**config.mk**
```make
export PLATFORM = sky130hd
export DESIGN_NAME = bsat_cell
export DESIGN_NICKNAME = d
export VERILOG_FILES = /design/src/rtl/core/bsat_pkg.sv /design/src/rtl/core/bsat_cell.sv
export SDC_FILE = /design/constraint.sdc
export NUM_CORES = 1
export LEC_CHECK = 0
export ABC_AREA = 1
export BUFFER_PORTS_ARGS = -buffer_cell sky130_fd_sc_hd__buf_2
export CAP_MARGIN = 20
export CORE_MARGIN = 2
export CORE_UTILIZATION = 27
export DETAILED_ROUTE_END_ITERATION = 10
export PLACE_DENSITY = 0.4
export SLEW_MARGIN = 20
export SYNTH_ARGS = -nofsm -noshare
export SYNTH_HDL_FRONTEND = slang
export SYNTH_SLANG_ARGS = --single-unit
```
**constraint.sdc**
```tcl
create_clock -name clk -period 8.6 [get_ports clk]
set_clock_uncertainty 0.1 [all_clocks]
set_input_delay 1.72 -clock clk [delete_from_list [all_inputs] [get_ports clk]]
set_output_delay 1.72 -clock clk [all_outputs]
set_load 0.05 [all_outputs]
```
**src/rtl/core/bsat_pkg.sv**
```systemverilog
// bsat_pkg: shared constants, beat type and tangent table builder for the
// bisection atan2 angle block. No dependencies.
`timescale 1ns / 1ps

package bsat_pkg;

	localparam int COORD_BITS   = 16;
	localparam int BISECT_STEPS = 10;
	localparam int FINE_BITS    = 4;
	localparam int TESTS        = BISECT_STEPS - 1;
	localparam int D_W          = COORD_BITS + 1;
	localparam int FINE_W       = 10 + FINE_BITS;
	localparam int TAN_W        = 26;
	localparam int FRAC_W       = 16;
	localparam int PROD_W       = D_W + TAN_W;
	localparam int ANGLE_W      = 12;
	localparam int ROW_W        = TESTS - 1;
	localparam int ROW_N        = 1 << ROW_W;
	localparam int MID_SHIFT    = FINE_W - 1 - TESTS;

	localparam logic [ANGLE_W:0] ANG_QUARTER = (ANGLE_W + 1)'(1 << (ANGLE_W - 2));
	localparam logic [ANGLE_W:0] ANG_HALF    = (ANGLE_W + 1)'(1 << (ANGLE_W - 1));
	localparam logic [ANGLE_W:0] ANG_FULL    = (ANGLE_W + 1)'(1 << ANGLE_W);

	localparam logic [63:0] TAN_MAX     = 64'h3FF_FFFF;
	localparam logic [63:0] Q60_ONE     = 64'h1000_0000_0000_0000;
	localparam logic [63:0] PI_Q60      = 64'h3243_F6A8_885A_308D;
	localparam logic [63:0] QUARTER_FIN = 64'(1 << FINE_W);
	localparam logic [63:0] HALF_FIN    = 64'(1 << (FINE_W - 1));

	typedef struct packed {
		logic [D_W-1:0]   ax;
		logic [D_W-1:0]   ay;
		logic             neg_x;
		logic             neg_y;
		logic             zero_x;
		logic             zero_y;
		logic [TESTS-1:0] pfx;
	} bsat_beat_t;

	typedef logic [TAN_W-1:0] tan_row_t [ROW_N];

	function automatic logic [63:0] mul_q60(input logic [63:0] a, input logic [63:0] b);
		logic [63:0] al, ah, bl, bh, ll, lh, hl, hh, mid, lo, hi;
		al  = {32'b0, a[31:0]};
		ah  = {32'b0, a[63:32]};
		bl  = {32'b0, b[31:0]};
		bh  = {32'b0, b[63:32]};
		ll  = al * bl;
		lh  = al * bh;
		hl  = ah * bl;
		hh  = ah * bh;
		mid = {32'b0, ll[63:32]} + {32'b0, lh[31:0]} + {32'b0, hl[31:0]};
		lo  = {mid[31:0], ll[31:0]};
		hi  = hh + {32'b0, lh[63:32]} + {32'b0, hl[63:32]} + {32'b0, mid[63:32]};
		return (hi << 4) | (lo >> 60);
	endfunction

	function automatic logic [63:0] sin_den_div(input logic [63:0] t, input logic [4:0] n);
		logic [63:0] q;
		case (n)
			5'd1:    q = t / 64'd6;
			5'd2:    q = t / 64'd20;
			5'd3:    q = t / 64'd42;
			5'd4:    q = t / 64'd72;
			5'd5:    q = t / 64'd110;
			5'd6:    q = t / 64'd156;
			5'd7:    q = t / 64'd210;
			5'd8:    q = t / 64'd272;
			5'd9:    q = t / 64'd342;
			5'd10:   q = t / 64'd420;
			5'd11:   q = t / 64'd506;
			5'd12:   q = t / 64'd600;
			5'd13:   q = t / 64'd702;
			5'd14:   q = t / 64'd812;
			5'd15:   q = t / 64'd930;
			5'd16:   q = t / 64'd1056;
			5'd17:   q = t / 64'd1190;
			5'd18:   q = t / 64'd1332;
			5'd19:   q = t / 64'd1482;
			5'd20:   q = t / 64'd1640;
			5'd21:   q = t / 64'd1806;
			5'd22:   q = t / 64'd1980;
			5'd23:   q = t / 64'd2162;
			5'd24:   q = t / 64'd2352;
			5'd25:   q = t / 64'd2550;
			5'd26:   q = t / 64'd2756;
			5'd27:   q = t / 64'd2970;
			5'd28:   q = t / 64'd3192;
			5'd29:   q = t / 64'd3422;
			default: q = t;
		endcase
		return q;
	endfunction

	function automatic logic [63:0] cos_den_div(input logic [63:0] t, input logic [4:0] n);
		logic [63:0] q;
		case (n)
			5'd1:    q = t / 64'd2;
			5'd2:    q = t / 64'd12;
			5'd3:    q = t / 64'd30;
			5'd4:    q = t / 64'd56;
			5'd5:    q = t / 64'd90;
			5'd6:    q = t / 64'd132;
			5'd7:    q = t / 64'd182;
			5'd8:    q = t / 64'd240;
			5'd9:    q = t / 64'd306;
			5'd10:   q = t / 64'd380;
			5'd11:   q = t / 64'd462;
			5'd12:   q = t / 64'd552;
			5'd13:   q = t / 64'd650;
			5'd14:   q = t / 64'd756;
			5'd15:   q = t / 64'd870;
			5'd16:   q = t / 64'd992;
			5'd17:   q = t / 64'd1122;
			5'd18:   q = t / 64'd1260;
			5'd19:   q = t / 64'd1406;
			5'd20:   q = t / 64'd1560;
			5'd21:   q = t / 64'd1722;
			5'd22:   q = t / 64'd1892;
			5'd23:   q = t / 64'd2070;
			5'd24:   q = t / 64'd2256;
			5'd25:   q = t / 64'd2450;
			5'd26:   q = t / 64'd2652;
			5'd27:   q = t / 64'd2862;
			5'd28:   q = t / 64'd3080;
			5'd29:   q = t / 64'd3306;
			default: q = t;
		endcase
		return q;
	endfunction

	function automatic logic [63:0] sin_q60(input logic [63:0] phi);
		logic [63:0] p2, term, sv;
		p2   = mul_q60(phi, phi);
		term = phi;
		sv   = phi;
		for (int n = 1; n < 30; n++) begin
			if (term != 64'd0) begin
				term = sin_den_div(mul_q60(term, p2), 5'(n));
				sv   = (n % 2 == 1) ? sv - term : sv + term;
			end
		end
		return sv;
	endfunction

	function automatic logic [63:0] cos_q60(input logic [63:0] phi);
		logic [63:0] p2, term, cv;
		p2   = mul_q60(phi, phi);
		term = Q60_ONE;
		cv   = Q60_ONE;
		for (int n = 1; n < 30; n++) begin
			if (term != 64'd0) begin
				term = cos_den_div(mul_q60(term, p2), 5'(n));
				cv   = (n % 2 == 1) ? cv - term : cv + term;
			end
		end
		return cv;
	endfunction

	// round(n * 2^16 / d), saturated
	function automatic logic [63:0] div_q16(input logic [63:0] n, input logic [63:0] d);
		logic [63:0] r, q;
		logic        sat, nb;
		r   = 64'd0;
		q   = 64'd0;
		sat = (d == 64'd0);
		for (int i = 62 + FRAC_W; i >= 0; i--) begin
			if (!sat) begin
				nb = 1'b0;
				if (i >= FRAC_W) begin
					nb = n[i - FRAC_W];
				end
				r = {r[62:0], nb};
				q = {q[62:0], 1'b0};
				if (r >= d) begin
					r = r - d;
					q = q | 64'd1;
				end
				if (q > TAN_MAX) begin
					sat = 1'b1;
				end
			end
		end
		if (!sat) begin
			if (r >= d - r) begin
				q = q + 64'd1;
			end
			if (q > TAN_MAX) begin
				sat = 1'b1;
			end
		end
		return sat ? TAN_MAX : q;
	endfunction

	function automatic logic [63:0] tan_rom(input logic [FINE_W:0] k);
		logic [63:0] step, kk, phi, res;
		step = PI_Q60 >> (11 + FINE_BITS);
		kk   = 64'(k);
		if (kk == 64'd0) begin
			res = 64'd0;
		end else if (kk >= QUARTER_FIN) begin
			res = TAN_MAX;
		end else if (kk <= HALF_FIN) begin
			phi = kk * step;
			res = div_q16(sin_q60(phi), cos_q60(phi));
		end else begin
			phi = (QUARTER_FIN - kk) * step;
			res = div_q16(cos_q60(phi), sin_q60(phi));
		end
		return res;
	endfunction

	// tangent at every midpoint tested by one cell, indexed by its prefix
	function automatic tan_row_t tan_row(input int level);
		tan_row_t        row;
		logic [FINE_W:0] k;
		for (int p = 0; p < ROW_N; p++) begin
			if (p < (1 << level)) begin
				k              = (FINE_W + 1)'((2 * p + 1) << (FINE_W - 1 - level));
				row[ROW_W'(p)] = TAN_W'(tan_rom(k));
			end else begin
				row[ROW_W'(p)] = '0;
			end
		end
		return row;
	endfunction

endpackage

```
**src/rtl/core/bsat_cell.sv**
```systemverilog
// bsat_cell: one bisection step; registers the tangent of its midpoint, then
// compares |dy| * 2^16 against |dx| * tan and extends the prefix. Uses bsat_pkg.
`timescale 1ns / 1ps

module bsat_cell import bsat_pkg::*; (
	input  logic             clk,
	input  logic             arst_n,
	input  logic             adv,
	input  logic             left_vld,
	input  bsat_beat_t       left,
	input  logic [TAN_W-1:0] tan_mid,
	output logic             right_vld,
	output bsat_beat_t       right
);

	logic              vld_s1;
	bsat_beat_t        beat_s1;
	logic [TAN_W-1:0]  tan_s1;
	logic [PROD_W-1:0] prod, y_ref;
	logic              below;
	bsat_beat_t        beat_d;

	always_comb begin
		prod   = PROD_W'(beat_s1.ax) * PROD_W'(tan_s1);
		y_ref  = PROD_W'({beat_s1.ay, FRAC_W'(0)});
		below  = (y_ref < prod);
		beat_d = beat_s1;
		beat_d.pfx = {beat_s1.pfx[TESTS-2:0], ~below};
	end

	always_ff @(posedge clk or negedge arst_n) begin
		if (!arst_n) begin
			vld_s1    <= 1'b0;
			right_vld <= 1'b0;
		end else if (adv) begin
			vld_s1    <= left_vld;
			right_vld <= vld_s1;
		end
	end

	always_ff @(posedge clk) begin
		if (adv) begin
			beat_s1 <= left;
			tan_s1  <= tan_mid;
			right   <= beat_d;
		end
	end

endmodule
```
== After elaboration in Yosys (flattened, before gate mapping) ==
Cells that the tools add are included.

* Memories: 0
* Latch bits: 0
* ROM bits: 0
* Bits in writable memories: 0
* Output and inout bits: 48
* Bits in registers: 121

* $mul: 1
* Bitwise logic cells: 1
* Divide/modulo/power cells: 0
* Reductions and logical operators: 0
* Equal/unequal tests: 0
* Muxes and demuxes: 0
* Shifts and indexed selects: 0
* Add/subtract/negate cells: 0
* Magnitude comparators: 1

{| class="wikitable"
|+ Operators by type and width
! operator !! count
|-
| $lt A33 B43 Y1 || 1
|-
| $mul A17 B26 Y43 || 1
|-
| $not A1 Y1 || 1
|}

== Longest topological paths before layout ==
* Depth after elaboration: 3
* Depth in mapped cells: 39

== Worst setup path before layout ==
OpenSTA, ideal clock, no wires.

* Path type: reg-to-reg
* Start: register beat_s1 (netlist bit beat_d[32])
* End: register right[0] (netlist name) (data pin)
* Buffers on the path: 2
* Setup time: 0.140 ns
* Cell stages (with the launch flop): 35
* Arrival: 6.426 ns
* Setup slack: 1.933 ns
* Cell sequence: edfxtp_1 -> clkbuf_1 -> clkbuf_1 -> nand2_1 -> fa_1 -> inv_1 -> fa_1 -> inv_1 -> fa_1 -> inv_1 -> fa_1 -> fa_1 -> inv_1 -> fa_1 -> inv_1 -> ha_1 -> a21oi_1 -> o21ai_0 -> a21oi_1 -> nand2_1 -> a21oi_1 -> xor2_1 -> ha_1 -> inv_1 -> nor3_1 -> nand2_1 -> a21oi_1 -> nand3_1 -> nor2_1 -> nand3_1 -> nand2_1 -> nand2_1 -> nand2_1 -> nand2_1 -> a21oi_2

{| class="wikitable"
|+ RTL lines
! what !! RTL line !! text
|-
| start, declared || bsat_cell.sv:17 || <nowiki>bsat_beat_t beat_s1;</nowiki>
|-
| start signal, assigned || bsat_cell.sv:43 || <nowiki>beat_s1 <= left;</nowiki>
|-
| end signal, assigned || bsat_cell.sv:45 || <nowiki>right <= beat_d;</nowiki>
|-
| end, declared || bsat_cell.sv:13 || <nowiki>output bsat_beat_t right</nowiki>
|}

==> qor.txt <==
status - complete, no violations
count of pins over their slew limit - 0
synthesized area per cell - 8.227 um^2
EDFF count, synth - 119
critical-path cell with the highest stage delay - edfxtp_1
Clock Pin Slew Worst Setup and Hold Paths - 80 ps
Syn Std Cell Area - 0.01947 mm^2
Root Driver - clkbuf_16
hold_ws - 311.4 ps
TritonCTS clock tree - done
most frequent CP cell - nand2_1
placed cells - 3370
Worst EP arrival - 7760 ps
Area Growth Syn to Fin - 11.70%
Main synth FF type - edfxtp_1
first-pass GRT wire length - 84970 um
gpl congestion - 0.8295
setup TNS after final layout - 0 ps
Area contributors post-synth - fa_1, edfxtp_1, inv_1
Crit path max-delay family - adder cells
CP bufs+invs - 4
worst r2r src - tan_s1[13]$_DFFE_PP_
share of cells above drive strength 1 - 8.728%
Cells after Synth - 2367
Period Utilization, post-route - 87.53%
die height - 272.6 um
Initial Utilization - 27.24%
count leader, synth - inv_1
final hold violations - 0
gr usage total - 14.64%
pin count of the biggest net entering global routing - 68
CP Capture Type - register
routed vias - 14200
Total Wirelength - 50210 um
core box area - 0.07149 mm^2
antenna violations before repair - 0
sequential element share of the synthesized area - 18.61%
crit-path max cell delay - 900 ps
largest fanout on the critical path - 17
detailed placer's ending HPWL - 43150 um
Longest Clk Path Bufs - 2
critical setup path kind - register to register
slew margin rel. - 30.33%
antenna fix cells - 0
Setup Fix Bufs, Post-CTS - 0
drt first pass iters - 5
Num CTS Buffers - 17
min-delay src - beat_d[5]$_DFFE_PP_
Post-Syn Nets - 2937
setup ws final - 1072 ps
Yosys warnings - 0
fin crit period - 7528 ps
DRC viols - 0
num ports - 125
full die area - 0.07428 mm^2
largest area contributor in the netlist - fa_1
Setup crit start kind - register
commonest cells in the netlist - inv_1, nand2_1, fa_1
floorplan row count - 98
number of global-route vias before repair - 15770
Min-Delay Path Class - register to register
Post-CTS Resized - 0
Vias per Instance - 4.175
Seq cells post-synth - 121
async set-reset flop share out of synthesis - 1.653%
grt ovf - 0
CTS Hold Bufs - 0
die width - 272.6 um
FMAX - 132.8 MHz
routed len/inst - 14.76 um
Max H-tree Level - 4
Port Buffers - 123
top-area cell type share of the netlist area - 36.91%
RSZ-0062 raised after global routing - no
required time of the critical path - 8840 ps
crit path launch - tan_s1[13]$_DFFE_PP_
fin cells - 3402
dpl ws - 996.4 ps
clk sinks - 121
final setup vio count - 0
Netlist cell types - 32
latest clock arrival within the worst-skew pair - 490 ps
Worst Tran Pin Value - 1045 ps
post-route antenna net violation count - 0
NumNets Final - 3009
Max Cap Violations - 0
initial drt markers - 596
==> layout make-up <==
cell class / instances / area (um^2)
clock buffers: 17 / 425.4
clock inverters: 15 / 181.4
fillers: 7669 / 49740
inverters: 728 / 2733
multi-input cells: 1415 / 12730
flip-flops and latches: 121 / 3623
well taps: 950 / 1189
repair buffers: 156 / 869.6
==> cell families after synthesis <==
kind of cell    share of synthesized area [%]
compound gates                          1.902
buf+inv                                 16.02
flops                                   18.61
simple gates                            16.96
fa+ha+maj                               45.52
xor+xnor                               0.9895
==> metrics by stage <==
stage          cell area (um^2)  util [%]
4_1_cts                   21750     30.43
5_1_grt                   21750     30.43
3_5_place_dp              21140     29.58
3_3_place_gp              21140     29.58
6_report                  21750     30.43
2_1_floorplan             19470         -
==> final timing paths <==
kind / end / slack (ps) / depth (start not counted)
max: right[0]$_DFFE_PP_ / 1070 / 30
min: right[5]$_DFFE_PP_ / 310 / 0
max reg2reg: right[0]$_DFFE_PP_ / 1070 / 30
min reg2reg: right[5]$_DFFE_PP_ / 310 / 0
max in group asynchronous: right_vld$_DFFE_PN0P_ / 7390 / 1
min in group asynchronous: vld_s1$_DFFE_PN0P_ / 920 / 1
==> layer usage <==
metal	global-route usage, %	vias up	part of all wire (%)
li1	-	6841	-
met1	19.61	7141	47
met2	24.87	184	49
met3	1.933	38	2.6
met4	3.904	0	1.6
met5	0	-	0
==> layout by cell type, fill, tap and decap left out, drive strengths merged, types with 2 or more instances in the layout <==
cell type / instances
xor2: 10
bufinv: 2
nor2: 73
nor4: 3
nand2: 704
nand4: 5
xnor2: 12
a31oi: 5
a211oi: 2
o21ai: 9
nand3: 38
a21oi: 42
nand3b: 4
dfrtp: 2
inv: 737
nor3: 5
ha: 134
edfxtp: 119
clkbuf: 17
clkinv: 3
o21bai: 5
buf: 156
fa: 359
==> registers in the layout, indices dropped and copies added (netlist names) <==
name,count
right_vld,1
right,47
vld_s1,1
beat_d,46
tan_s1,26
==> worst reg2reg max path, delay by kind of cell (launching register included) <==
family / cells / cell delay (ps)
AOI/OAI and AO/OA: 6 / 1040
adders and majority gates: 8 / 3780
xor gates and xnor gates: 1 / 110
and+or+nand+nor: 11 / 1250
DFF: 1 / 900
buffers and inverters: 4 / 220
Power is not shown: default switching activity piles up to over one toggle a cycle in this logic, so the estimate is an artifact.
