<file path="src/rtl/core/bsat_pkg.sv">
// bsat_pkg: shared constants, beat type and tangent table builder for the
// bisection atan2 angle block. No dependencies.
`timescale 1ns / 1ps

package bsat_pkg;

	localparam int COORD_BITS   = 16;
	localparam int BISECT_STEPS = 10;
	localparam int FINE_BITS    = 4;
	localparam int TESTS        = BISECT_STEPS - 1;
	localparam int D_W          = COORD_BITS + 1;
	localparam int FINE_W       = 10 + FINE_BITS;
	localparam int TAN_W        = 26;
	localparam int FRAC_W       = 16;
	localparam int PROD_W       = D_W + TAN_W;
	localparam int ANGLE_W      = 12;
	localparam int ROW_W        = TESTS - 1;
	localparam int ROW_N        = 1 << ROW_W;
	localparam int MID_SHIFT    = FINE_W - 1 - TESTS;

	localparam logic [ANGLE_W:0] ANG_QUARTER = (ANGLE_W + 1)'(1 << (ANGLE_W - 2));
	localparam logic [ANGLE_W:0] ANG_HALF    = (ANGLE_W + 1)'(1 << (ANGLE_W - 1));
	localparam logic [ANGLE_W:0] ANG_FULL    = (ANGLE_W + 1)'(1 << ANGLE_W);

	localparam logic [63:0] TAN_MAX     = 64'h3FF_FFFF;
	localparam logic [63:0] Q60_ONE     = 64'h1000_0000_0000_0000;
	localparam logic [63:0] PI_Q60      = 64'h3243_F6A8_885A_308D;
	localparam logic [63:0] QUARTER_FIN = 64'(1 << FINE_W);
	localparam logic [63:0] HALF_FIN    = 64'(1 << (FINE_W - 1));

	typedef struct packed {
		logic [D_W-1:0]   ax;
		logic [D_W-1:0]   ay;
		logic             neg_x;
		logic             neg_y;
		logic             zero_x;
		logic             zero_y;
		logic [TESTS-1:0] pfx;
	} bsat_beat_t;

	typedef logic [TAN_W-1:0] tan_row_t [ROW_N];

	function automatic logic [63:0] mul_q60(input logic [63:0] a, input logic [63:0] b);
		logic [63:0] al, ah, bl, bh, ll, lh, hl, hh, mid, lo, hi;
		al  = {32'b0, a[31:0]};
		ah  = {32'b0, a[63:32]};
		bl  = {32'b0, b[31:0]};
		bh  = {32'b0, b[63:32]};
		ll  = al * bl;
		lh  = al * bh;
		hl  = ah * bl;
		hh  = ah * bh;
		mid = {32'b0, ll[63:32]} + {32'b0, lh[31:0]} + {32'b0, hl[31:0]};
		lo  = {mid[31:0], ll[31:0]};
		hi  = hh + {32'b0, lh[63:32]} + {32'b0, hl[63:32]} + {32'b0, mid[63:32]};
		return (hi << 4) | (lo >> 60);
	endfunction

	function automatic logic [63:0] sin_den_div(input logic [63:0] t, input logic [4:0] n);
		logic [63:0] q;
		case (n)
			5'd1:    q = t / 64'd6;
			5'd2:    q = t / 64'd20;
			5'd3:    q = t / 64'd42;
			5'd4:    q = t / 64'd72;
			5'd5:    q = t / 64'd110;
			5'd6:    q = t / 64'd156;
			5'd7:    q = t / 64'd210;
			5'd8:    q = t / 64'd272;
			5'd9:    q = t / 64'd342;
			5'd10:   q = t / 64'd420;
			5'd11:   q = t / 64'd506;
			5'd12:   q = t / 64'd600;
			5'd13:   q = t / 64'd702;
			5'd14:   q = t / 64'd812;
			5'd15:   q = t / 64'd930;
			5'd16:   q = t / 64'd1056;
			5'd17:   q = t / 64'd1190;
			5'd18:   q = t / 64'd1332;
			5'd19:   q = t / 64'd1482;
			5'd20:   q = t / 64'd1640;
			5'd21:   q = t / 64'd1806;
			5'd22:   q = t / 64'd1980;
			5'd23:   q = t / 64'd2162;
			5'd24:   q = t / 64'd2352;
			5'd25:   q = t / 64'd2550;
			5'd26:   q = t / 64'd2756;
			5'd27:   q = t / 64'd2970;
			5'd28:   q = t / 64'd3192;
			5'd29:   q = t / 64'd3422;
			default: q = t;
		endcase
		return q;
	endfunction

	function automatic logic [63:0] cos_den_div(input logic [63:0] t, input logic [4:0] n);
		logic [63:0] q;
		case (n)
			5'd1:    q = t / 64'd2;
			5'd2:    q = t / 64'd12;
			5'd3:    q = t / 64'd30;
			5'd4:    q = t / 64'd56;
			5'd5:    q = t / 64'd90;
			5'd6:    q = t / 64'd132;
			5'd7:    q = t / 64'd182;
			5'd8:    q = t / 64'd240;
			5'd9:    q = t / 64'd306;
			5'd10:   q = t / 64'd380;
			5'd11:   q = t / 64'd462;
			5'd12:   q = t / 64'd552;
			5'd13:   q = t / 64'd650;
			5'd14:   q = t / 64'd756;
			5'd15:   q = t / 64'd870;
			5'd16:   q = t / 64'd992;
			5'd17:   q = t / 64'd1122;
			5'd18:   q = t / 64'd1260;
			5'd19:   q = t / 64'd1406;
			5'd20:   q = t / 64'd1560;
			5'd21:   q = t / 64'd1722;
			5'd22:   q = t / 64'd1892;
			5'd23:   q = t / 64'd2070;
			5'd24:   q = t / 64'd2256;
			5'd25:   q = t / 64'd2450;
			5'd26:   q = t / 64'd2652;
			5'd27:   q = t / 64'd2862;
			5'd28:   q = t / 64'd3080;
			5'd29:   q = t / 64'd3306;
			default: q = t;
		endcase
		return q;
	endfunction

	function automatic logic [63:0] sin_q60(input logic [63:0] phi);
		logic [63:0] p2, term, sv;
		p2   = mul_q60(phi, phi);
		term = phi;
		sv   = phi;
		for (int n = 1; n < 30; n++) begin
			if (term != 64'd0) begin
				term = sin_den_div(mul_q60(term, p2), 5'(n));
				sv   = (n % 2 == 1) ? sv - term : sv + term;
			end
		end
		return sv;
	endfunction

	function automatic logic [63:0] cos_q60(input logic [63:0] phi);
		logic [63:0] p2, term, cv;
		p2   = mul_q60(phi, phi);
		term = Q60_ONE;
		cv   = Q60_ONE;
		for (int n = 1; n < 30; n++) begin
			if (term != 64'd0) begin
				term = cos_den_div(mul_q60(term, p2), 5'(n));
				cv   = (n % 2 == 1) ? cv - term : cv + term;
			end
		end
		return cv;
	endfunction

	// round(n * 2^16 / d), saturated
	function automatic logic [63:0] div_q16(input logic [63:0] n, input logic [63:0] d);
		logic [63:0] r, q;
		logic        sat, nb;
		r   = 64'd0;
		q   = 64'd0;
		sat = (d == 64'd0);
		for (int i = 62 + FRAC_W; i >= 0; i--) begin
			if (!sat) begin
				nb = 1'b0;
				if (i >= FRAC_W) begin
					nb = n[i - FRAC_W];
				end
				r = {r[62:0], nb};
				q = {q[62:0], 1'b0};
				if (r >= d) begin
					r = r - d;
					q = q | 64'd1;
				end
				if (q > TAN_MAX) begin
					sat = 1'b1;
				end
			end
		end
		if (!sat) begin
			if (r >= d - r) begin
				q = q + 64'd1;
			end
			if (q > TAN_MAX) begin
				sat = 1'b1;
			end
		end
		return sat ? TAN_MAX : q;
	endfunction

	function automatic logic [63:0] tan_rom(input logic [FINE_W:0] k);
		logic [63:0] step, kk, phi, res;
		step = PI_Q60 >> (11 + FINE_BITS);
		kk   = 64'(k);
		if (kk == 64'd0) begin
			res = 64'd0;
		end else if (kk >= QUARTER_FIN) begin
			res = TAN_MAX;
		end else if (kk <= HALF_FIN) begin
			phi = kk * step;
			res = div_q16(sin_q60(phi), cos_q60(phi));
		end else begin
			phi = (QUARTER_FIN - kk) * step;
			res = div_q16(cos_q60(phi), sin_q60(phi));
		end
		return res;
	endfunction

	// tangent at every midpoint tested by one cell, indexed by its prefix
	function automatic tan_row_t tan_row(input int level);
		tan_row_t        row;
		logic [FINE_W:0] k;
		for (int p = 0; p < ROW_N; p++) begin
			if (p < (1 << level)) begin
				k              = (FINE_W + 1)'((2 * p + 1) << (FINE_W - 1 - level));
				row[ROW_W'(p)] = TAN_W'(tan_rom(k));
			end else begin
				row[ROW_W'(p)] = '0;
			end
		end
		return row;
	endfunction

endpackage

</file>
<file path="src/rtl/core/bsat_prep.sv">
// bsat_prep: input register stage, forms |dx|, |dy|, quadrant signs and
// zero flags. Depends on bsat_pkg.
`timescale 1ns / 1ps

module bsat_prep import bsat_pkg::*; (
	input  logic                         clk,
	input  logic                         arst_n,
	input  logic                         adv,
	input  logic                         in_valid,
	input  logic signed [COORD_BITS-1:0] x_pos,
	input  logic signed [COORD_BITS-1:0] y_pos,
	input  logic signed [COORD_BITS-1:0] origin_x,
	input  logic signed [COORD_BITS-1:0] origin_y,
	output logic                         vld_s1,
	output bsat_beat_t                   beat_s1
);

	logic signed [D_W-1:0] dx, dy;
	bsat_beat_t            beat_d;

	always_comb begin
		dx = D_W'(x_pos) - D_W'(origin_x);
		dy = D_W'(y_pos) - D_W'(origin_y);
		beat_d.neg_x  = dx[D_W-1];
		beat_d.neg_y  = dy[D_W-1];
		beat_d.ax     = dx[D_W-1] ? D_W'(-dx) : D_W'(dx);
		beat_d.ay     = dy[D_W-1] ? D_W'(-dy) : D_W'(dy);
		beat_d.zero_x = (dx == '0);
		beat_d.zero_y = (dy == '0);
		beat_d.pfx    = '0;
	end

	always_ff @(posedge clk or negedge arst_n) begin
		if (!arst_n) begin
			vld_s1 <= 1'b0;
		end else if (adv) begin
			vld_s1 <= in_valid;
		end
	end

	always_ff @(posedge clk) begin
		if (adv) begin
			beat_s1 <= beat_d;
		end
	end

endmodule

</file>
<file path="config.mk">
export PLATFORM = sky130hd
export DESIGN_NAME = bsat_prep
export DESIGN_NICKNAME = d
export VERILOG_FILES = /design/src/rtl/core/bsat_pkg.sv /design/src/rtl/core/bsat_prep.sv
export SDC_FILE = /design/constraint.sdc
export NUM_CORES = 1
export LEC_CHECK = 0
export ABC_AREA = 1
export BUFFER_PORTS_ARGS = -buffer_cell sky130_fd_sc_hd__buf_2
export CAP_MARGIN = 20
export CORE_MARGIN = 2
export CORE_UTILIZATION = 50
export DETAILED_ROUTE_END_ITERATION = 16
export PLACE_DENSITY_LB_ADDON = 0.2
export SYNTH_ARGS = -nofsm -noshare
export SYNTH_HDL_FRONTEND = slang
export SYNTH_SLANG_ARGS = --single-unit
</file>
<file path="constraint.sdc">
create_clock -name clk -period 0.9 [get_ports clk]
set_input_delay 0 -clock clk [delete_from_list [all_inputs] [get_ports clk]]
set_output_delay 0 -clock clk [all_outputs]
set_load 0.005 [all_outputs]
</file>
* After elaboration in Yosys (flattened, before gate mapping)
Cells that the tools add are included.
** Operators by class
- $add $sub $neg :: 4
- Mux-type cells :: 2
- Reductions and logical operators :: 2
** Operators with widths (count)
- 17-bit logical NOT :: 2
- 17-bit negator :: 2
- 16-bit by 16-bit subtractor with 17-bit output :: 2
- 16-bit 2-to-1 mux :: 2
** Word-level totals
- Register bits :: 39
- Input port bits :: 68
- Output and inout port bits :: 48
- Logic and storage cells :: 17

* Depth between registers and ports, before layout
- Depth after elaboration :: 3
- Gate-level depth with buffers :: 19

* Least setup slack after synthesis
Ideal clock, no wire load.
- Path kind :: in2reg
- From :: input x_pos[0]
- To :: register beat_s1[46] (netlist name) (data pin)
- Setup time :: 252 ps
- Arrival :: 1968 ps
- Path slack :: -1320 ps
- Stages :: 16
- Buffers on the path :: 0
- Path through :: inv_1 > ha_1 > fa_1 > inv_1 > nand2_2 > and2_1 > nor2_2 > nand3_2 > nor2_4 > nand2_2 > nor2_4 > nand2_2 > nor3_2 > ha_1 > inv_1 > nor2_1
** Between the ends
- Cells in the longest elaborated chain, start to end :: 2
** RTL lines
- start, declared :: line bsat_prep.sv:10 : input logic signed [COORD_BITS-1:0] x_pos,
- 16-bit by 16-bit subtractor with 17-bit output * :: line bsat_prep.sv:22 : dx = D_W'(x_pos) - D_W'(origin_x);
- 17-bit negator :: line bsat_prep.sv:26 : beat_d.ax = dx[D_W-1] ? D_W'(-dx) : D_W'(dx);
- end signal, assigned :: line bsat_prep.sv:43 : beat_s1 <= beat_d;
- end, declared :: line bsat_prep.sv:15 : output bsat_beat_t beat_s1
Every way passes the cells marked *; elsewhere a longest branch is shown, timed or not.
A chain may end at the register's enable or synchronous reset.

* Final worst setup path
Ends and elaborated chain as after synthesis.

==> flow_summary_export.csv <==
group,metric,value,unit
run_status,status,"complete, but fails checks",
run_status,violations,"negative setup slack",
clock_tree,cts_tree,"yes",
floorplan,placeableCoreArea,9110,sq um
placed_design,portBuffers,106,
hold_path,holdCritPathClass,"primary input to register",
finish,syn2layout_area_growth,59.8,%
global_route,grt_use_total,24.8,%
finish,final_nets,1072,
synth,synth_area,4630,sq um
finish,final_layout_size_suffix_gt1_share,46.1,%
setup_path,path_max_fanout,3,
timing,max_freq,473,MHz
timing,rsz0062_at_grt,"yes",
synth,synth-adder-area-share,10.6,%
setup_path,worstPathArrival,2160,ps
timing,finalCritPeriodShare,235,%
synth,synth.distinct_cells,38,
global_route,grt_max_degree,39,
finish,antennaDiodeCount,0,
setup_path,critPathCaptureType,"register",
setup_path,cp_slowest_cell,"fa_2",
synth,yosys_warnings,0,
floorplan,die_area,10000,sq um
global_route,antenna_found_initial,0,
setup_path,cp.required,950,ps
pwr,power_frac_seq,26.8,%
global_route,grt_pass1_wl,20600,um
flow_run,drv_cap,0,
timing,setup_viol,36,
clock_tree,cts.clk_slew.worst_paths,80,ps
floorplan,io_pins,116,
pwr,p_sw_share,40.7,%
detailed_routing,avgViaCountPerCell,5.17,
floorplan,chipHeight,100,um
pwr,p_leak,3.99,nW
synth,synth_top_family_by_area,"simple AND/OR/NAND/NOR gates",
synth,synthArstFlopShare,2.56,%
global_route,grt-ovfl-total,0,
setup_path,crit_family,"simple AND/OR/NAND/NOR gates",
synth,synth-xor-area-share,3.76,%
timing,fin_skew,0,ps
synth,synthCells,714,
timing,fin_crit,2110,ps
setup_path,slowest_delay,370,ps
detailed_routing,postRouteAntennaNets,0,
setup_path,crit_buf_inv,5,
synth,synth_flop_cell,"edfxtp_1",
synth,synth_compound_area_share,4.51,%
setup_path,cp_cell_sequence,"buf_8, inv_12, ha_4, fa_2, inv_4, nand3_4, nand2_4, buf_6, nand3_4, nand4_1, nand2_1, nor2_2, nand2_2, nor3_4, ha_4, inv_2, nor2_2",
clock_tree,numCtsBuffers,5,
setup_path,criticalPathCategory,"primary input to register",
floorplan,start_util,50.8,%
setup_path,ff2ff_setup_slack,140,ps
timing,fin_ws,-1210,ps
pwr,combPwrFrac,60.9,%
clock_tree,h-tree-depth,2,
clock_tree,clock-sinks,39,
synth,synth_area_per_cell,6.48,sq um
timing,finalMaxSlewViolations,0,
synth,yosysSeqAreaShare,25.2,%
finish,layout.cells.non_filler,1078,
clock_tree,clock_path_buffers,2,
placed_design,dp_hpwl,9760,um
pwr,clkPwrFrac,12.3,%
detailed_routing,routed_wl,14800,um
floorplan,num_rows,35,
synth,muxShareOfSynthArea,0.243,%
timing,holdWs,11.8,ps
synth,synth-edff-count,38,
pwr,p_int,5.72,mW
pwr,switchingPower,3.93,mW
setup_path,crit_path_start_kind,"primary input",
clock_tree,cts_root_buf,"clkbuf_8",
placed_design,place_inst,1043,
global_route,grt_pass1_vias,5053,
clock_tree,clkLatencyLatePin,290,ps
detailed_routing,wl_per_cell,13.7,um
pwr,cellPowerDensity,1300,nW/um^2
detailed_routing,route.detailed.drc,0,
detailed_routing,first_pass_iters,6,
synth,ys_ff_latch,39,
placed_design,globalplace.congestion,0.928,
finish,num-fill-cells,572,
synth,synthSimpleGateAreaFrac,41.3,%
timing,hold_viol_final,0,
pwr,peakVddDrop,0.000820,V
detailed_routing,drtIter0Drc,323,
detailed_routing,vias,5572,
floorplan,die_w,100,um
power by group through the flow:
stage	combinational [mW]	sequential, mW	clock (mW)
2_1_floorplan	2.54	2.66	0
3_3_place_gp	4.38	2.62	0
3_5_place_dp	4.53	2.63	0
4_1_cts	5.03	2.59	1.20
5_1_grt	6.32	2.61	1.28
6_report	5.88	2.58	1.19
cells in the mapped netlist, types with 2 or more instances:
cell	n	share of area [%]
a21oi_1	18	1.9
a21oi_2	3	0.57
and2_1	4	0.54
buf_4	10	1.6
buf_6	3	0.73
edfxtp_1	38	25
fa_1	2	0.86
ha_1	36	9.7
inv_1	140	11
inv_2	2	0.16
nand2_1	250	20
nand2_2	28	3.8
nand3_1	57	6.2
nand3_2	9	1.9
nand3b_1	4	0.65
nand4_1	8	1.1
nor2_1	45	3.6
nor2_2	9	1.2
nor2_4	3	0.73
nor3_1	3	0.32
nor3_2	2	0.43
o21ai_0	6	0.65
o21ai_1	3	0.32
xnor2_1	5	0.95
xor2_1	13	2.5
registers in the layout, summed over array words and instances, names as in the netlist:
signal   cells
beat_s1     38
vld_s1       1
placed cells by master (no fill, tap or decap), drive strengths merged:
cell type    netlist  routed
nand2            279     279
buf               14     248
inv              143     143
nand3             66      66
nor2              57      57
edfxtp            38      38
ha                36      36
a21oi             22      22
xor2              14      14
o21ai             10      10
conb               1       9
nand4              9       9
clkbuf             0       5
xnor2              5       5
nor3               5       5
nand3b             4       4
and2               4       4
dlygate4sd3        0       3
fa                 2       2
clkinvlp           0       2
a31oi              1       1
a21o               1       1
o31a               1       1
mux2               1       1
clkinv             0       1
dfrtp              1       1
layout make-up:
cell class / instances / area, sq um / area share (%)
tap: 111 / 139 / 1.88
multi-input combinational: 526 / 3650 / 49.3
inverter: 143 / 574 / 7.76
timing repair buffer: 251 / 1790 / 24.1
clock inverter: 3 / 20.0 / 0.271
clock buffer: 5 / 68.8 / 0.930
sequential: 39 / 1170 / 15.8
logic make-up after synthesis:
logic type	Yosys count
AND/OR/NAND/NOR	424
XOR/XNOR	19
multiplexers	1
buffers and inverters	157
adder cells (fa/ha/maj)	38
flip-flops	39
AO/OA/AOI/OAI	35
other	1
worst paths after layout:
kind                            startpoint     endpoint  cells after the start
worst max-delay path              x_pos[0]  beat_s1[46]                     17
worst min-delay path                   adv       vld_s1                      2
worst max register to register      vld_s1       vld_s1                      1
worst min register to register      vld_s1       vld_s1                      1
max in group asynchronous           arst_n       vld_s1                      3
min in group asynchronous           arst_n       vld_s1                      3
repair_timing:
action	4_1_cts	5_1_grt
pin swaps	35	51
resized for setup	59	120
hold buffers	3	0
cloned	2	1
endpoints found under the setup margin	36	36
hold endpoints to repair	2	0
setup buffers	15	15
metrics by stage:
step,utilization (%),setup TNS (ps),instance area [sq um],total power [mW],worst slack [ps]
3_5_place_dp,69.4,-45950,6320,7.15,-1570
6_report,81.2,-34230,7400,9.65,-1210
2_1_floorplan,-,-30510,4850,5.19,-1300
3_3_place_gp,69.4,-44450,6320,7.00,-1510
5_1_grt,81.2,-37010,7400,10.2,-1290
4_1_cts,75.1,-32330,6840,8.81,-1190
layer usage:
layer,global-route usage [%],up-vias,wire length [um]
li1,-,2699,-
met1,26.4,2533,5530
met2,48.6,264,7800
met3,2.99,76,739
met4,10.2,0,737
met5,0,-,0
Power figures use the tool's default switching activity.
